## src/design/sfv_pkg.sv

```systemverilog
`timescale 1ns / 1ps
`default_nettype none

package sfv_pkg;

  // Frame length counter width and its saturation value
  localparam int unsigned LenWidth = 16;
  localparam logic [LenWidth-1:0] CountMax = '1;

  // Fixed frame layout
  localparam int unsigned TotalLenOffset   = 6;
  localparam int unsigned PayloadLenOffset = 12;
  localparam int unsigned CrcSkipBytes     = 2;
  localparam int unsigned FieldsEnd        = 14;

  // Configuration port
  localparam int unsigned CfgIdxWidth  = 3;
  localparam int unsigned CfgDataWidth = 16;

  // Register reset values
  localparam logic [7:0]  HeaderFirstReset  = 8'h00;
  localparam logic [7:0]  HeaderSecondReset = 8'h00;
  localparam logic [7:0]  TailValueReset    = 8'h00;
  localparam logic [15:0] MinFrameLenReset  = 16'd16;
  localparam logic [15:0] OverheadReset     = 16'd16;
  localparam logic [7:0]  CrcPolyReset      = 8'h07;
  localparam logic [7:0]  CrcInitReset      = 8'h00;

  typedef enum logic [CfgIdxWidth-1:0] {
    REG_HEADER_FIRST   = 3'd0,
    REG_HEADER_SECOND  = 3'd1,
    REG_TAIL_VALUE     = 3'd2,
    REG_MIN_FRAME_LEN  = 3'd3,
    REG_FRAME_OVERHEAD = 3'd4,
    REG_CRC_POLY       = 3'd5,
    REG_CRC_INIT       = 3'd6
  } cfg_reg_e;

  typedef struct packed {
    logic [7:0]  header_first;
    logic [7:0]  header_second;
    logic [7:0]  tail_value;
    logic [15:0] min_frame_len;
    logic [15:0] frame_overhead;
    logic [7:0]  crc_poly;
    logic [7:0]  crc_init;
  } cfg_t;

  typedef struct packed {
    logic [7:0] data_byte;
    logic       end_of_frame;
  } in_item_t;

  typedef struct packed {
    logic        frame_ok;
    logic [15:0] frame_len;
  } out_item_t;

  // One byte of an MSB-first CRC8, no reflection
  function automatic logic [7:0] crc8_byte(input logic [7:0] crc,
                                           input logic [7:0] b,
                                           input logic [7:0] poly);
    logic [7:0] c;
    c = crc ^ b;
    for (int i = 0; i < 8; i++) begin
      if (c[7]) begin
        c = {c[6:0], 1'b0} ^ poly;
      end else begin
        c = {c[6:0], 1'b0};
      end
    end
    return c;
  endfunction

endpackage

`default_nettype wire

```

## src/design/sfv_cfg_regs.sv

```systemverilog
`timescale 1ns / 1ps
`default_nettype none

module sfv_cfg_regs (
  input  wire logic                               clk_i,
  input  wire logic                               rst_ni,
  input  wire logic                               cfg_valid_i,
  output logic                                    cfg_ready_o,
  input  wire logic [sfv_pkg::CfgIdxWidth-1:0]    cfg_index_i,
  input  wire logic [sfv_pkg::CfgDataWidth-1:0]   cfg_data_i,
  output sfv_pkg::cfg_t                           cfg_o
);
  import sfv_pkg::*;

  cfg_t cfg_q, cfg_d;
  logic wr_en;

  // Writes are taken in any cycle
  assign cfg_ready_o = 1'b1;
  assign wr_en       = cfg_valid_i && cfg_ready_o;

  // Decode the register index, drop writes to unused indexes
  always_comb begin
    cfg_d = cfg_q;
    if (wr_en) begin
      case (cfg_reg_e'(cfg_index_i))
        REG_HEADER_FIRST:   cfg_d.header_first   = cfg_data_i[7:0];
        REG_HEADER_SECOND:  cfg_d.header_second  = cfg_data_i[7:0];
        REG_TAIL_VALUE:     cfg_d.tail_value     = cfg_data_i[7:0];
        REG_MIN_FRAME_LEN:  cfg_d.min_frame_len  = cfg_data_i[15:0];
        REG_FRAME_OVERHEAD: cfg_d.frame_overhead = cfg_data_i[15:0];
        REG_CRC_POLY:       cfg_d.crc_poly       = cfg_data_i[7:0];
        REG_CRC_INIT:       cfg_d.crc_init       = cfg_data_i[7:0];
        default:            cfg_d = cfg_q;
      endcase
    end
  end

  always_ff @(posedge clk_i or negedge rst_ni) begin
    if (!rst_ni) begin
      cfg_q.header_first   <= HeaderFirstReset;
      cfg_q.header_second  <= HeaderSecondReset;
      cfg_q.tail_value     <= TailValueReset;
      cfg_q.min_frame_len  <= MinFrameLenReset;
      cfg_q.frame_overhead <= OverheadReset;
      cfg_q.crc_poly       <= CrcPolyReset;
      cfg_q.crc_init       <= CrcInitReset;
    end else begin
      cfg_q <= cfg_d;
    end
  end

  assign cfg_o = cfg_q;

endmodule

`default_nettype wire

```

## src/design/sfv_in_stage.sv

```systemverilog
`timescale 1ns / 1ps
`default_nettype none

module sfv_in_stage (
  input  wire logic                clk_i,
  input  wire logic                rst_ni,
  input  wire logic                in_valid_i,
  output logic                     in_stall_o,
  input  wire sfv_pkg::in_item_t   in_item_i,
  input  wire logic                taken_i,
  output logic                     item_valid_o,
  output sfv_pkg::in_item_t        item_o
);
  import sfv_pkg::*;

  logic     item_valid_q, item_valid_d;
  in_item_t item_q;
  logic     load;

  // Stall only while the held byte cannot move on
  assign in_stall_o = item_valid_q && !taken_i;
  assign load       = in_valid_i && !in_stall_o;

  always_comb begin
    item_valid_d = item_valid_q;
    if (load) begin
      item_valid_d = 1'b1;
    end else if (taken_i) begin
      item_valid_d = 1'b0;
    end
  end

  always_ff @(posedge clk_i or negedge rst_ni) begin
    if (!rst_ni) begin
      item_valid_q <= 1'b0;
    end else begin
      item_valid_q <= item_valid_d;
    end
  end

  // Capture the accepted transaction
  always_ff @(posedge clk_i) begin
    if (load) begin
      item_q <= in_item_i;
    end
  end

  assign item_valid_o = item_valid_q;
  assign item_o       = item_q;

endmodule

`default_nettype wire

```

## src/design/sfv_frame_check.sv

```systemverilog
`timescale 1ns / 1ps
`default_nettype none

module sfv_frame_check (
  input  wire logic                clk_i,
  input  wire logic                rst_ni,
  input  wire sfv_pkg::cfg_t       cfg_i,
  input  wire logic                item_valid_i,
  input  wire sfv_pkg::in_item_t   item_i,
  output logic                     taken_o,
  output logic                     out_valid_o,
  input  wire logic                out_stall_i,
  output sfv_pkg::out_item_t       out_item_o
);
  import sfv_pkg::*;

  // Per-frame state
  logic [LenWidth-1:0] byte_count_q, byte_count_d;
  logic                overflow_q, overflow_d;
  logic                header_match_q, header_match_d;
  logic [7:0]          crc_q, crc_d;
  logic [7:0]          dly0_q, dly0_d;
  logic [7:0]          dly1_q, dly1_d;
  logic [15:0]         total_len_q, total_len_d;
  logic [15:0]         payload_len_q, payload_len_d;

  // Result register
  logic                out_valid_q, out_valid_d;
  out_item_t           out_item_q;

  logic                slot_free;
  logic                eof_taken;
  logic [7:0]          b;
  logic [LenWidth-1:0] off;
  logic [LenWidth-1:0] len;
  logic [15:0]         len16;
  logic [15:0]         len_sum;
  logic [7:0]          crc_base;
  logic                sat;
  logic                ok;

  // Move a byte on unless it ends a frame while the result slot is full and stalled
  assign slot_free = !out_valid_q || !out_stall_i;
  assign taken_o   = item_valid_i && (!item_i.end_of_frame || slot_free);
  assign eof_taken = taken_o && item_i.end_of_frame;

  assign b   = item_i.data_byte;
  assign off = byte_count_q;

  // Advance counters, fields, header check and CRC by one byte
  always_comb begin
    header_match_d = header_match_q;
    if (off == LenWidth'(0) && b != cfg_i.header_first) begin
      header_match_d = 1'b0;
    end
    if (off == LenWidth'(1) && b != cfg_i.header_second) begin
      header_match_d = 1'b0;
    end

    total_len_d = total_len_q;
    if (off == LenWidth'(TotalLenOffset)) begin
      total_len_d[15:8] = b;
    end
    if (off == LenWidth'(TotalLenOffset + 1)) begin
      total_len_d[7:0] = b;
    end

    payload_len_d = payload_len_q;
    if (off == LenWidth'(PayloadLenOffset)) begin
      payload_len_d[15:8] = b;
    end
    if (off == LenWidth'(PayloadLenOffset + 1)) begin
      payload_len_d[7:0] = b;
    end

    // CRC runs two bytes behind, restarting from crc_init on the first byte
    crc_base = (off == LenWidth'(CrcSkipBytes)) ? cfg_i.crc_init : crc_q;
    crc_d    = crc_q;
    if (off >= LenWidth'(CrcSkipBytes)) begin
      crc_d = crc8_byte(crc_base, dly1_q, cfg_i.crc_poly);
    end
    dly1_d = dly0_q;
    dly0_d = b;

    // Saturate the length count
    sat          = (off == CountMax);
    len          = sat ? CountMax : off + LenWidth'(1);
    overflow_d   = overflow_q || sat;
    byte_count_d = len;

    len16   = 16'(len);
    len_sum = payload_len_d + cfg_i.frame_overhead;

    ok = !overflow_d && header_match_d
         && len16 >= 16'(FieldsEnd)
         && len16 >= cfg_i.min_frame_len
         && b == cfg_i.tail_value
         && total_len_d == len16
         && len_sum == len16
         && crc_d == dly0_q;
  end

  // Update frame state; restart it after the final byte
  always_ff @(posedge clk_i or negedge rst_ni) begin
    if (!rst_ni) begin
      byte_count_q   <= '0;
      overflow_q     <= 1'b0;
      header_match_q <= 1'b1;
      crc_q          <= CrcInitReset;
      dly0_q         <= '0;
      dly1_q         <= '0;
      total_len_q    <= '0;
      payload_len_q  <= '0;
    end else if (eof_taken) begin
      byte_count_q   <= '0;
      overflow_q     <= 1'b0;
      header_match_q <= 1'b1;
      crc_q          <= cfg_i.crc_init;
      dly0_q         <= '0;
      dly1_q         <= '0;
      total_len_q    <= '0;
      payload_len_q  <= '0;
    end else if (taken_o) begin
      byte_count_q   <= byte_count_d;
      overflow_q     <= overflow_d;
      header_match_q <= header_match_d;
      crc_q          <= crc_d;
      dly0_q         <= dly0_d;
      dly1_q         <= dly1_d;
      total_len_q    <= total_len_d;
      payload_len_q  <= payload_len_d;
    end
  end

  // Hold the result until the receiver takes it
  always_comb begin
    out_valid_d = out_valid_q;
    if (eof_taken) begin
      out_valid_d = 1'b1;
    end else if (!out_stall_i) begin
      out_valid_d = 1'b0;
    end
  end

  always_ff @(posedge clk_i or negedge rst_ni) begin
    if (!rst_ni) begin
      out_valid_q <= 1'b0;
    end else begin
      out_valid_q <= out_valid_d;
    end
  end

  always_ff @(posedge clk_i) begin
    if (eof_taken) begin
      out_item_q.frame_ok  <= ok;
      out_item_q.frame_len <= len16;
    end
  end

  assign out_valid_o = out_valid_q;
  assign out_item_o  = out_item_q;

  // A final byte always yields a result in the next cycle
  a_eof_gives_result: assert property (@(posedge clk_i) disable iff (!rst_ni)
    eof_taken |=> out_valid_q)
    else $error("final byte did not produce a result");

  // Frame state restarts after a final byte
  a_restart: assert property (@(posedge clk_i) disable iff (!rst_ni)
    eof_taken |=> (byte_count_q == '0) && header_match_q && !overflow_q)
    else $error("frame state not restarted");

  // Overflow only ever sits on a saturated counter
  a_overflow_sat: assert property (@(posedge clk_i) disable iff (!rst_ni)
    overflow_q |-> byte_count_q == CountMax)
    else $error("overflow flag without saturated count");

  // A passing frame is never shorter than its fixed fields
  a_ok_len: assert property (@(posedge clk_i) disable iff (!rst_ni)
    (out_valid_q && out_item_q.frame_ok) |-> out_item_q.frame_len >= 16'(FieldsEnd))
    else $error("short frame reported valid");

  // Never overwrite a result the receiver has not taken
  a_no_overwrite: assert property (@(posedge clk_i) disable iff (!rst_ni)
    (out_valid_q && out_stall_i) |-> !eof_taken)
    else $error("pending result overwritten");

endmodule

`default_nettype wire

```

## src/design/sensor_frame_validator_crc8.sv

```systemverilog
// Byte-serial validator for framed sensor packets carrying a CRC8.
//
// Input channel: one frame byte per transaction (in_valid_i / in_stall_o),
// with end_of_frame set on the final byte. A byte is taken at a clock edge
// where in_valid_i is high and in_stall_o is low.
// Output channel: one transaction per frame (out_valid_o / out_stall_i),
// carrying frame_ok and the saturated frame length.
// Configuration: index/data writes on cfg_valid_i / cfg_ready_o, ready is
// always high; write only while no frame is in flight.
//
// Throughput: one byte per cycle unless a final byte waits on a stalled
// result. Each byte passes an input register, then the header, field,
// length and one-byte CRC update between that register and the frame
// state / result register, which drives out_valid_o.
// Reset clears the frame state and loads the register defaults. While the
// receiver stalls, a pending result holds; bytes that do not end a frame
// keep flowing, and a final byte waits in the input register, which then
// raises in_stall_o.
`timescale 1ns / 1ps
`default_nettype none

module sensor_frame_validator_crc8 (
  input  wire logic                               clk_i,
  input  wire logic                               rst_ni,
  input  wire logic                               in_valid_i,
  output logic                                    in_stall_o,
  input  wire sfv_pkg::in_item_t                  in_item_i,
  output logic                                    out_valid_o,
  input  wire logic                               out_stall_i,
  output sfv_pkg::out_item_t                      out_item_o,
  input  wire logic                               cfg_valid_i,
  output logic                                    cfg_ready_o,
  input  wire logic [sfv_pkg::CfgIdxWidth-1:0]    cfg_index_i,
  input  wire logic [sfv_pkg::CfgDataWidth-1:0]   cfg_data_i
);
  import sfv_pkg::*;

  cfg_t     cfg;
  logic     item_valid;
  in_item_t item;
  logic     taken;

  // Register file
  sfv_cfg_regs u_cfg_regs (
    .clk_i       (clk_i),
    .rst_ni      (rst_ni),
    .cfg_valid_i (cfg_valid_i),
    .cfg_ready_o (cfg_ready_o),
    .cfg_index_i (cfg_index_i),
    .cfg_data_i  (cfg_data_i),
    .cfg_o       (cfg)
  );

  // Input register
  sfv_in_stage u_in_stage (
    .clk_i        (clk_i),
    .rst_ni       (rst_ni),
    .in_valid_i   (in_valid_i),
    .in_stall_o   (in_stall_o),
    .in_item_i    (in_item_i),
    .taken_i      (taken),
    .item_valid_o (item_valid),
    .item_o       (item)
  );

  // Frame checks and result register
  sfv_frame_check u_frame_check (
    .clk_i        (clk_i),
    .rst_ni       (rst_ni),
    .cfg_i        (cfg),
    .item_valid_i (item_valid),
    .item_i       (item),
    .taken_o      (taken),
    .out_valid_o  (out_valid_o),
    .out_stall_i  (out_stall_i),
    .out_item_o   (out_item_o)
  );

endmodule

`default_nettype wire
```

## config.mk

```make
export PLATFORM = sky130hd
export DESIGN_NAME = sensor_frame_validator_crc8
export DESIGN_NICKNAME = d
export VERILOG_FILES = /design/src/design/sfv_pkg.sv /design/src/design/sfv_cfg_regs.sv /design/src/design/sfv_in_stage.sv /design/src/design/sfv_frame_check.sv /design/src/design/sensor_frame_validator_crc8.sv
export SDC_FILE = /design/constraint.sdc
export NUM_CORES = 1
export LEC_CHECK = 0
export ABC_CLOCK_PERIOD_IN_PS = 5700
export BUFFER_PORTS_ARGS = -buffer_cell sky130_fd_sc_hd__clkbuf_2
export CAP_MARGIN = 20
export CORE_MARGIN = 1.5
export CORE_UTILIZATION = 50
export DETAILED_ROUTE_END_ITERATION = 16
export HOLD_SLACK_MARGIN = 0.12
export PLACE_DENSITY = 0.78
export SLEW_MARGIN = 20
export SYNTH_ARGS = -nofsm -noshare
export SYNTH_HDL_FRONTEND = slang
export SYNTH_SLANG_ARGS = --single-unit
```

## constraint.sdc

```tcl
create_clock -name clk_i -period 5.7 [get_ports clk_i]
set_input_delay 0.57 -clock clk_i [delete_from_list [all_inputs] [get_ports clk_i]]
set_output_delay 0.57 -clock clk_i [all_outputs]
set_load 0.01 [all_outputs]
```

* After elaboration in Yosys (flattened, before gate mapping)
Cells that the tools add are included.
** Cells by class
- Add/sub/neg operators :: 2
- Order comparisons :: 3
- Eq/ne operators :: 20
- Muxes and demuxes :: 44
- Bitwise logic cells :: 9
- Reductions and logical operators :: 33
** Operators with widths (number)
- 2-to-1 mux 8 bit :: 27
- 2-to-1 mux 16 bit :: 7
- bitwise XOR 8 bit :: 9
- equality test 16 bit :: 2
- equality test 16 x 3 -> 1 bit (second input constant) :: 2
- equality test 16 x 4 -> 1 bit (second input constant) :: 2
- adder 16 x 1 -> 16 bit (second input constant) :: 1
- adder 16 bit :: 1
- equality test 16 x 1 -> 1 bit (second input constant) :: 1
- equality test 16 bit (second input constant) :: 1
- equality test 16 x 2 -> 1 bit (second input constant) :: 1
- equality test 8 bit :: 2
- >= comparator 16 bit :: 1
- >= comparator 16 x 2 -> 1 bit (second input constant) :: 1
- >= comparator 16 x 4 -> 1 bit (second input constant) :: 1
- zero test 16 bit :: 1
- != test 8 bit :: 2
- AND reduction 2 bit :: 7
- logical AND 1 bit :: 13
- 2-to-1 mux 1 bit :: 10
- equality test 3 bit (second input constant) :: 3
- equality test 3 x 2 -> 1 bit (second input constant) :: 2
- zero test 1 bit :: 6
- nonzero test 2 bit :: 2
- 4 further kinds :: 6
** Storage, ports and cells
- Register bits after elaboration :: 174
- Input port bits :: 33
- Output and inout port bits :: 20
- Word-level logic and storage cells :: 132

* Longest topological paths before layout
Gate-level depths: netlist of the first run.
- Depth in word-level cells :: 29
- Mapped depth :: 26
- Mapped depth without buffers :: 25

* Cells and area by module
A second synthesis of the first run with hierarchy kept.
** Second synthesis, totals
- Cells, all modules :: 1210
- Area, all modules :: 11925.2 um2
** By module, submodules not included
- sfv_frame_check :: instances 1, cells an instance 1034, area an instance 8769.7 um2, sequential area each 2388.5 um2
- sfv_cfg_regs :: instances 1, cells an instance 162, area an instance 2827.7 um2, sequential area each 1808.0 um2
- sfv_in_stage :: instances 1, cells an instance 14, area an instance 327.8 um2, sequential area each 295.3 um2

* Least setup slack after synthesis of the first run
No wires, ideal clock.
- Path type :: register to register
- Start :: register u_frame_check.byte_count_q[0]
- End :: register u_frame_check.out_item_q, in the netlist u_frame_check.out_item_o[16], data pin
- Setup time :: 0.260 ns
- Arrival :: 4.834 ns
- Setup slack :: 0.606 ns
- Cell stages (with the launch flop) :: 23
- Period minus slack after synthesis :: 5.094 ns
- Cells stage by stage :: dfrtp_1 inv_1 ha_1 nor3b_1 nand4_2 and4_1 or4_4 buf_6 nand4_1 a21oi_2 or3_1 buf_2 a211o_1 a31o_1 and2_4 buf_4 o2111ai_1 nand3_1 or4_4 xor2_1 mux2i_1 a41oi_1 nor4_2
** On the way
- Word-level cells in the longest chain between the ends :: 28
- Elaborated cells on any way between the ends :: 60
- Those cells by class :: add/sub: 2; order compare: 3; eq/ne: 10; mux: 24; bitwise: 9; reduce/logical: 12
** RTL lines
- start: declaration :: RTL line sfv_frame_check.sv:18 : logic [LenWidth-1:0] byte_count_q, byte_count_d;
- start signal: assignment :: RTL line sfv_frame_check.sv:124 : byte_count_q <= byte_count_d;
- equality test 16 x 2 -> 1 bit :: RTL line sfv_frame_check.sv:77 : crc_base = (off == LenWidth'(CrcSkipBytes)) ? cfg_i.crc_init : crc_q;
- 2-to-1 mux 8 bit :: RTL line sfv_frame_check.sv:77
- bitwise XOR 8 bit :: RTL line sfv_pkg.sv:64 : c = crc ^ b;
- bitwise XOR 8 bit / 2-to-1 mux 8 bit (equally long branches) :: RTL line sfv_pkg.sv:67, sfv_pkg.sv:66
- 2-to-1 mux 8 bit, on equally long branches :: RTL line sfv_pkg.sv:66, sfv_frame_check.sv:79
- 2-to-1 mux 8 bit / bitwise XOR 8 bit (equally long branches) :: RTL line sfv_frame_check.sv:79, sfv_pkg.sv:67
- bitwise XOR 8 bit / 2-to-1 mux 8 bit (equally long branches) :: RTL line sfv_pkg.sv:67, sfv_pkg.sv:66
- 2-to-1 mux 8 bit, on equally long branches :: RTL line sfv_pkg.sv:66, sfv_frame_check.sv:79
- [13 not listed]
- bitwise XOR 8 bit / 2-to-1 mux 8 bit (equally long branches) :: RTL line sfv_pkg.sv:67, sfv_pkg.sv:66
- 2-to-1 mux 8 bit, on equally long branches :: RTL line sfv_pkg.sv:66, sfv_frame_check.sv:79
- 2-to-1 mux 8 bit / bitwise XOR 8 bit (equally long branches) :: RTL line sfv_frame_check.sv:79, sfv_pkg.sv:67
- 2-to-1 mux 8 bit :: RTL line sfv_pkg.sv:66 : if (c[7]) begin
- 2-to-1 mux 8 bit :: RTL line sfv_frame_check.sv:79 : if (off >= LenWidth'(CrcSkipBytes)) begin
- equality test 8 bit :: RTL line sfv_frame_check.sv:100 : && crc_d == dly0_q;
- logical AND 1 bit (*) :: RTL line sfv_frame_check.sv:100
- net u_frame_check.ok :: RTL line sfv_frame_check.sv:40 : logic ok;
- end: declaration :: RTL line sfv_frame_check.sv:29 : out_item_t out_item_q;
Mark *: on every way through the listed nets, which the timed path passes. The rest lies on a longest branch. The select of a mux whose other input is x is not followed.
A chain may end at the register's enable or synchronous reset.

* Worst setup path in the final report of the first run
- Start :: register u_frame_check.byte_count_q[13]
- End :: register u_frame_check.out_item_q, in the netlist u_frame_check.out_item_o[16], data pin
Same word-level chain as after synthesis.

==> results.yml, run 1 <==
status:
  status: "completed"
setup_path:
  reg2regPathDepth: 19
  crit_chain: "nor4_4 -> buf_4 -> nand4_2 -> and4_1 -> or4_4 -> nand2_2 -> a211oi_2 -> or3_4 -> a211o_1 -> a31o_1 -> and2_4 -> a311o_4 -> xnor2_4 -> buf_4 -> nand2_1 -> mux2i_1 -> a221oi_1 -> a41oi_1 -> nor4_2"
  rrSetupSlack_ns: 0.19
  worst-path-buf-inv: 2
  worstPathArrival_ns: 5.76
  worst_setup_path_end_kind: "register"
  cp-start-kind: "register"
  path_common_cell: "buf_4"
  cp_top_family: "simple AND/OR/NAND/NOR gates"
  path_class: "register to register"
  slowest_stage: "or4_4"
  worstReg2RegEnd: "u_frame_check.out_item_o[16]$_DFFE_PP_"
  r2r_start: "u_frame_check.byte_count_q[13]$_DFFE_PN0P_"
  cpPeakStageDelay_ns: 0.60
  crit_required_ns: 5.95
  critPathMaxFanout: 12
detailed_routing:
  drtAntennaViolNets: 0
  drc: 0
  wirelength_um: 31510
  wl_per_cell_um: 20.79
  drt_first_pass_iters: 5
  initialDrtViolationCount: 1059
  viasPerCell: 6.409
  num_vias: 9716
sta:
  min_period_over_period_pct: 96.68
  maxSlewViolCount: 0
  whs_ns: 0.2069
  hold_viol: 0
  fin_skew_ns: 0.005842
  setup_viol: 0
  relSlewSlack_pct: 30.48
  max_clock_freq_mhz: 181.5
  final.min_clock_period_ns: 5.511
  tightest_slew_ns: 1.035
cells_and_area:
  layout_common_cells: "dfrtp_1 (139), nand2_1 (128), mux2_2 (86), xnor2_1 (85), o21ai_0 (69)"
  layout_commonest_cell: "dfrtp_1"
  fillerInstances: 1880
  post-route-util_pct: 56.77
  layout-drive-gt1-share_pct: 22.26
  nets: 1287
  antenna_cells: 0
  finish.instance_area_sq_um: 12850
  area_delta_synth_final_pct: 11.69
floorplanning:
  core_sq_um: 22640
  ios: 53
  die_y_um: 154.7
  initial_utilization_pct: 50.83
  die_x_um: 154.7
  num_rows: 55
  die-area_sq_um: 23940
global_route:
  gr-total-overflow: 0
  grt_first_pass_wirelength_um: 49420
  grt_pass1_vias: 9027
  grt_usage_pct: 26.47
  antenna_found_initial: 0
  grt_start_max_net_pins: 89
logic_synthesis:
  synth_edf_count: 26
  synth.area.top_cells: "dfrtp_1 (31%), mux2_2 (8.4%), edfxtp_1 (6.8%), xnor2_1 (6.5%), nand2_1 (4.3%)"
  syn_inst: 1178
  synth_cell_types: 84
  synth_ff_type: "dfrtp_1"
  ys_seq_elements: 174
  synth.avg_cell_area_sq_um: 9.770
  synthArstFlopShare_pct: 85.06
  synth_top_area_share_pct: 30.88
  yosysWarnings: 0
  synth_top_cell_by_area: "dfrtp_1"
  ys_seq_area_share_pct: 39.03
  syn_area_sq_um: 11510
  synth_nets: 1247
clock_network:
  ctsHoldBuffers: 0
  path_clk_slew_ns: 0.07
  cts_buffer_depth: 2
  cts-buffers-inserted: 17
  cts-htree-levels: 4
  tritoncts: "yes"
  cts.sinks: 174
  clkLatencyLatePin_ns: 0.43
  cts_root_buf: "clkbuf_16"
power:
  p_leak_nw: 5.736
  design_power_total_mw: 6.762
  irDropWorstVdd_uv: 391.6
  power_density_nw_per_um2: 526.1
placement:
  gp_congestion: 0.9337
  dpl.hpwl_um: 22100
  io_buffers: 51
  dpl-instance-area_sq_um: 12110
job:
  drv_cap: 0
hold_path:
  min_path_type: "input port to asynchronous set/reset pin"
## flip-flops by register name, indices dropped and copies added, names as in the netlist
| name | count |
|---|---|
| u_frame_check.payload_len_q | 16 |
| u_frame_check.dly1_q | 8 |
| u_frame_check.crc_q | 8 |
| u_in_stage.item_valid_o | 1 |
| u_frame_check.overflow_q | 1 |
| u_cfg_regs.cfg_o | 72 |
| u_in_stage.item_o | 9 |
| u_frame_check.header_match_q | 1 |
| u_frame_check.total_len_q | 16 |
| u_frame_check.byte_count_q | 16 |
| u_frame_check.out_valid_o | 1 |
| u_frame_check.out_item_o | 17 |
| u_frame_check.dly0_q | 8 |
## Yosys cell counts (all sizes together) (7+ instances only)
cell type	instances
a22o	24
a21o	18
a32oi	7
inv	40
nand3	34
ha	35
nor2	43
mux2	86
o21ai	72
nor4	16
a211oi	11
a22oi	26
mux2i	30
a21oi	42
or4	7
nand4	21
clkbuf	56
xnor2	86
nand2	134
dfrtp	142
buf	18
edfxtp	26
a31o	7
xor2	36
nand2b	9
a31oi	8
and2	8
nor3	29
## cell families after synthesis
group | Yosys count | synth area share (%)
AO/OA/AOI/OAI | 272 | 16.48
flip-flops | 174 | 39.03
buffers and inverters | 115 | 4.120
AND/OR/NAND/NOR | 338 | 14.93
other | 1 | 0.03258
XOR/XNOR | 126 | 10.30
multiplexers | 116 | 11.13
adder cells (fa/ha/maj) | 36 | 3.979
## report_power, final
part | leakage, nW | internal (mW) | switching (mW)
registers | 2.13 | 1.47 | 0.216
clock network | 0.282 | 0.646 | 0.516
logic | 3.32 | 1.76 | 2.16
total | 5.74 | 3.87 | 2.89
## worst max-delay path by stage
stage / to / slack (ns) / depth (start not counted) / startpoint
after global placement: u_frame_check.out_item_o[16]$_DFFE_PP_ / 0.12 / 22 / u_frame_check.byte_count_q[15]$_DFFE_PN0P_
final: u_frame_check.out_item_o[16]$_DFFE_PP_ / 0.19 / 19 / u_frame_check.byte_count_q[13]$_DFFE_PN0P_
after CTS: u_frame_check.out_item_o[16]$_DFFE_PP_ / 0.05 / 20 / u_frame_check.byte_count_q[0]$_DFFE_PN0P_
after detailed placement: u_frame_check.out_item_o[16]$_DFFE_PP_ / 0.07 / 18 / u_frame_check.byte_count_q[15]$_DFFE_PN0P_
after floorplan: u_frame_check.out_item_o[16]$_DFFE_PP_ / 0.61 / 22 / u_frame_check.byte_count_q[0]$_DFFE_PN0P_
after global routing: u_frame_check.out_item_o[16]$_DFFE_PP_ / -0.01 / 19 / u_frame_check.byte_count_q[13]$_DFFE_PN0P_
## area by class of cell
type / count / area [sq um] / area share, %
multi-input cells: 889 / 6668 / 51.87
flip-flops and latches: 174 / 4496 / 34.98
repair buffers: 95 / 591.8 / 4.604
clock buffers: 19 / 464.2 / 3.611
well taps: 285 / 356.6 / 2.774
inverters: 41 / 153.9 / 1.197
clock inverters: 13 / 123.9 / 0.9637
## worst register-to-register path, cell delays in order (launching register included)
cell and delay, ns:
dfrtp_2 0.48, nor4_4 0.41, buf_4 0.18, nand4_2 0.12
and4_1 0.27, or4_4 0.60, nand2_2 0.15, a211oi_2 0.12
or3_4 0.45, a211o_1 0.34, a31o_1 0.26, and2_4 0.20
a311o_4 0.43, xnor2_4 0.16, buf_4 0.17, nand2_1 0.12
mux2i_1 0.10, a221oi_1 0.29, a41oi_1 0.18, nor4_2 0.31
## layer usage
layer | up-vias | track usage (%) | part of all wire, %
li1 | 4365 | - | -
met1 | 4809 | 37.04 | 43
met2 | 465 | 41.66 | 46
met3 | 77 | 3.951 | 7.4
met4 | 0 | 9.982 | 3.1
met5 | - | 0 | 0
## through the flow
step | worst slack (ns) | TNS [ns] | instances
2_1_floorplan | 0.6058 | 0 | 1178
3_3_place_gp | 0.1218 | 0 | 1477
5_1_grt | -0.01463 | -0.01463 | 1516
3_5_place_dp | 0.06652 | 0 | 1477
4_1_cts | 0.04819 | 0 | 1509
6_report | 0.1893 | 0 | 1516
## what timing repair did
| action | in CTS | in global routing |
|---|---|---|
| resized for setup | 0 | 24 |
| endpoints found under the setup margin | 0 | 2 |
| buffers inserted | 0 | 7 |
Note: power is estimated with default switching activity, not from simulation.
==> run 2: changes to the inputs <==
- CTS_BUF_LIST: default -> sky130_fd_sc_hd__clkbuf_4 sky130_fd_sc_hd__clkbuf_8
==> run 2 against run 1 <==
Compared with the run above: non-clock buffer count rose by 4; cell count rose by 0.26%; sequential power barely moved; first-iteration DRC count fell by 0.38%; routed wire length fell by 2.1%; utilization fell by 0.72 points; clock power fell by 24%; worst setup slack got worse by 0.060 ns; highest routed layer unchanged.
==> results.yml, run 2 (synthesis results as in run 1) <==
global_route:
  antenna_found_initial: 0
  gr-total-overflow: 0
  grt_first_pass_wirelength_um: 48730
  grt_usage_pct: 26.09
  grt_pass1_vias: 8798
  grt_start_max_net_pins: 89
sta:
  hold_viol: 0
  maxSlewViolCount: 0
  min_period_over_period_pct: 97.74
  final.min_clock_period_ns: 5.571
  whs_ns: 0.1721
  max_clock_freq_mhz: 179.5
  setup_viol: 0
  fin_skew_ns: 0.01155
  finalWorstSetupSlack_ns: 0.1289
  relSlewSlack_pct: 29.71
  tightest_slew_ns: 1.046
cells_and_area:
  nets: 1291
  largest_reg_flops: 72
  fillerInstances: 1908
  finish.instance_area_sq_um: 12690
  antenna_cells: 0
  layout_common_cells: "dfrtp_1 (138), nand2_1 (129), mux2_2 (86), xnor2_1 (85), o21ai_0 (68)"
  layout_commonest_cell: "dfrtp_1"
  area_delta_synth_final_pct: 10.27
  layout-drive-gt1-share_pct: 22.43
  post-route-util_pct: 56.05
  layoutNonFillerInstCount: 1520
detailed_routing:
  initialDrtViolationCount: 1055
  viasPerCell: 6.282
  dr_wl_met2_um: 14500
  drtAntennaViolNets: 0
  drt_first_pass_iters: 6
  met3_length_um: 2381
  met1_length_um: 13270
  wirelength_um: 30850
  drc: 0
  dr.max_layer_used: "met4"
  wl_per_cell_um: 20.30
  num_vias: 9548
floorplanning:
  ios: 53
  die_x_um: 154.7
  die_y_um: 154.7
  core_sq_um: 22640
  die-area_sq_um: 23940
  initial_utilization_pct: 50.83
  num_rows: 55
clock_network:
  path_clk_slew_ns: 0.09
  cts-buffers-inserted: 17
  cts-htree-levels: 4
  clkLatencyLatePin_ns: 0.47
  cts_root_buf: "clkbuf_8"
  tritoncts: "yes"
  cts.sinks: 174
  cts_buffer_depth: 2
setup_path:
  worstPathArrival_ns: 5.86
  crit_required_ns: 5.99
  cp-start-kind: "register"
  path_class: "register to register"
  critPathLaunch: "u_frame_check.byte_count_q[14]$_DFFE_PN0P_"
  worstReg2RegEnd: "u_frame_check.out_item_o[16]$_DFFE_PP_"
  rrSetupSlack_ns: 0.13
  reg2regPathDepth: 19
  crit_path_end: "u_frame_check.out_item_o[16]$_DFFE_PP_"
  critPathMaxFanout: 12
  worst_setup_path_end_kind: "register"
  r2r_start: "u_frame_check.byte_count_q[14]$_DFFE_PN0P_"
power:
  irDropWorstVdd_uv: 392.0
  power_density_nw_per_um2: 509.7
  p_leak_nw: 5.669
placement:
  dp_slack_ns: 0.06652
  io_buffers: 51
  dp_cells: 1477
  dpl-instance-area_sq_um: 12110
  dpl.hpwl_um: 22100
  gp_congestion: 0.9337
hold_path:
  min_path_type: "input port to asynchronous set/reset pin"
status:
  status: "completed"
job:
  drv_cap: 0
-- run 2: changes by cell type in the layout (fill, tap and decap cells not counted), sizes merged --
| cell | change |
|---|---|
| clkbuf | -1 |
| buf | +4 |
| bufinv | +1 |
-- run 2: worst max-delay path, cell delays in order (launching register included) --
cell and delay, ns:
dfrtp_1 0.48, nor4_4 0.40, buf_4 0.18, nand4_2 0.12, and4_1 0.27, or4_4 0.60, nand2_1 0.19, a211oi_2 0.13
or3_4 0.45, a211o_1 0.34, a31o_1 0.26, and2_4 0.20, a311o_4 0.43, xnor2_4 0.16, buf_4 0.17, nand2_1 0.12
mux2i_1 0.10, a221oi_1 0.30, a41oi_1 0.19, nor4_2 0.30
-- run 2: power breakdown --
group | internal [mW] | switching (mW) | total, mW
Combinational | 1.75 | 2.15 | 3.90
Clock | 0.407 | 0.473 | 0.881
Sequential | 1.47 | 0.214 | 1.68
-- run 2: worst min path at each step --
stage / to / depth (start not counted)
2_1_floorplan: u_cfg_regs.cfg_o[0]$_DFFE_PN0P_ / 0
3_3_place_gp: u_frame_check.payload_len_q[1]$_DFFE_PN0P_ / 2
3_5_place_dp: u_frame_check.dly1_q[1]$_DFFE_PN0P_ / 2
4_1_cts: u_frame_check.byte_count_q[13]$_DFFE_PN0P_ / 1
5_1_grt: u_frame_check.byte_count_q[13]$_DFFE_PN0P_ / 1
6_report: u_frame_check.byte_count_q[14]$_DFFE_PN0P_ / 1
-- run 2: final cells by class --
type	count	area, sq um	area share (%)
tap	285	356.6	2.810
clock inverter	14	153.9	1.213
inverter	41	153.9	1.213
clock buffer	18	247.7	1.952
sequential	174	4497	35.43
timing repair buffer	99	621.8	4.900
multi-input combinational	889	6660	52.48
-- run 2: timing repair --
item | CTS | global route
hold buffers | 0 | 0
buffers inserted | 0 | 11
setup endpoints to repair | 0 | 2
resized for setup | 0 | 25
-- run 2: per-layer routing --
metal	GRT usage, %	up-vias
met1	36.71	4698
met5	0	-
met4	7.875	0
met3	4.511	51
met2	41.29	437
li1	-	4362
-- run 2: metrics by stage --
stage	setup TNS (ns)	power, mW
3_5_place_dp	0	5.436
2_1_floorplan	0	4.691
5_1_grt	-0.02887	6.848
4_1_cts	0	6.329
6_report	0	6.468
3_3_place_gp	0	5.356
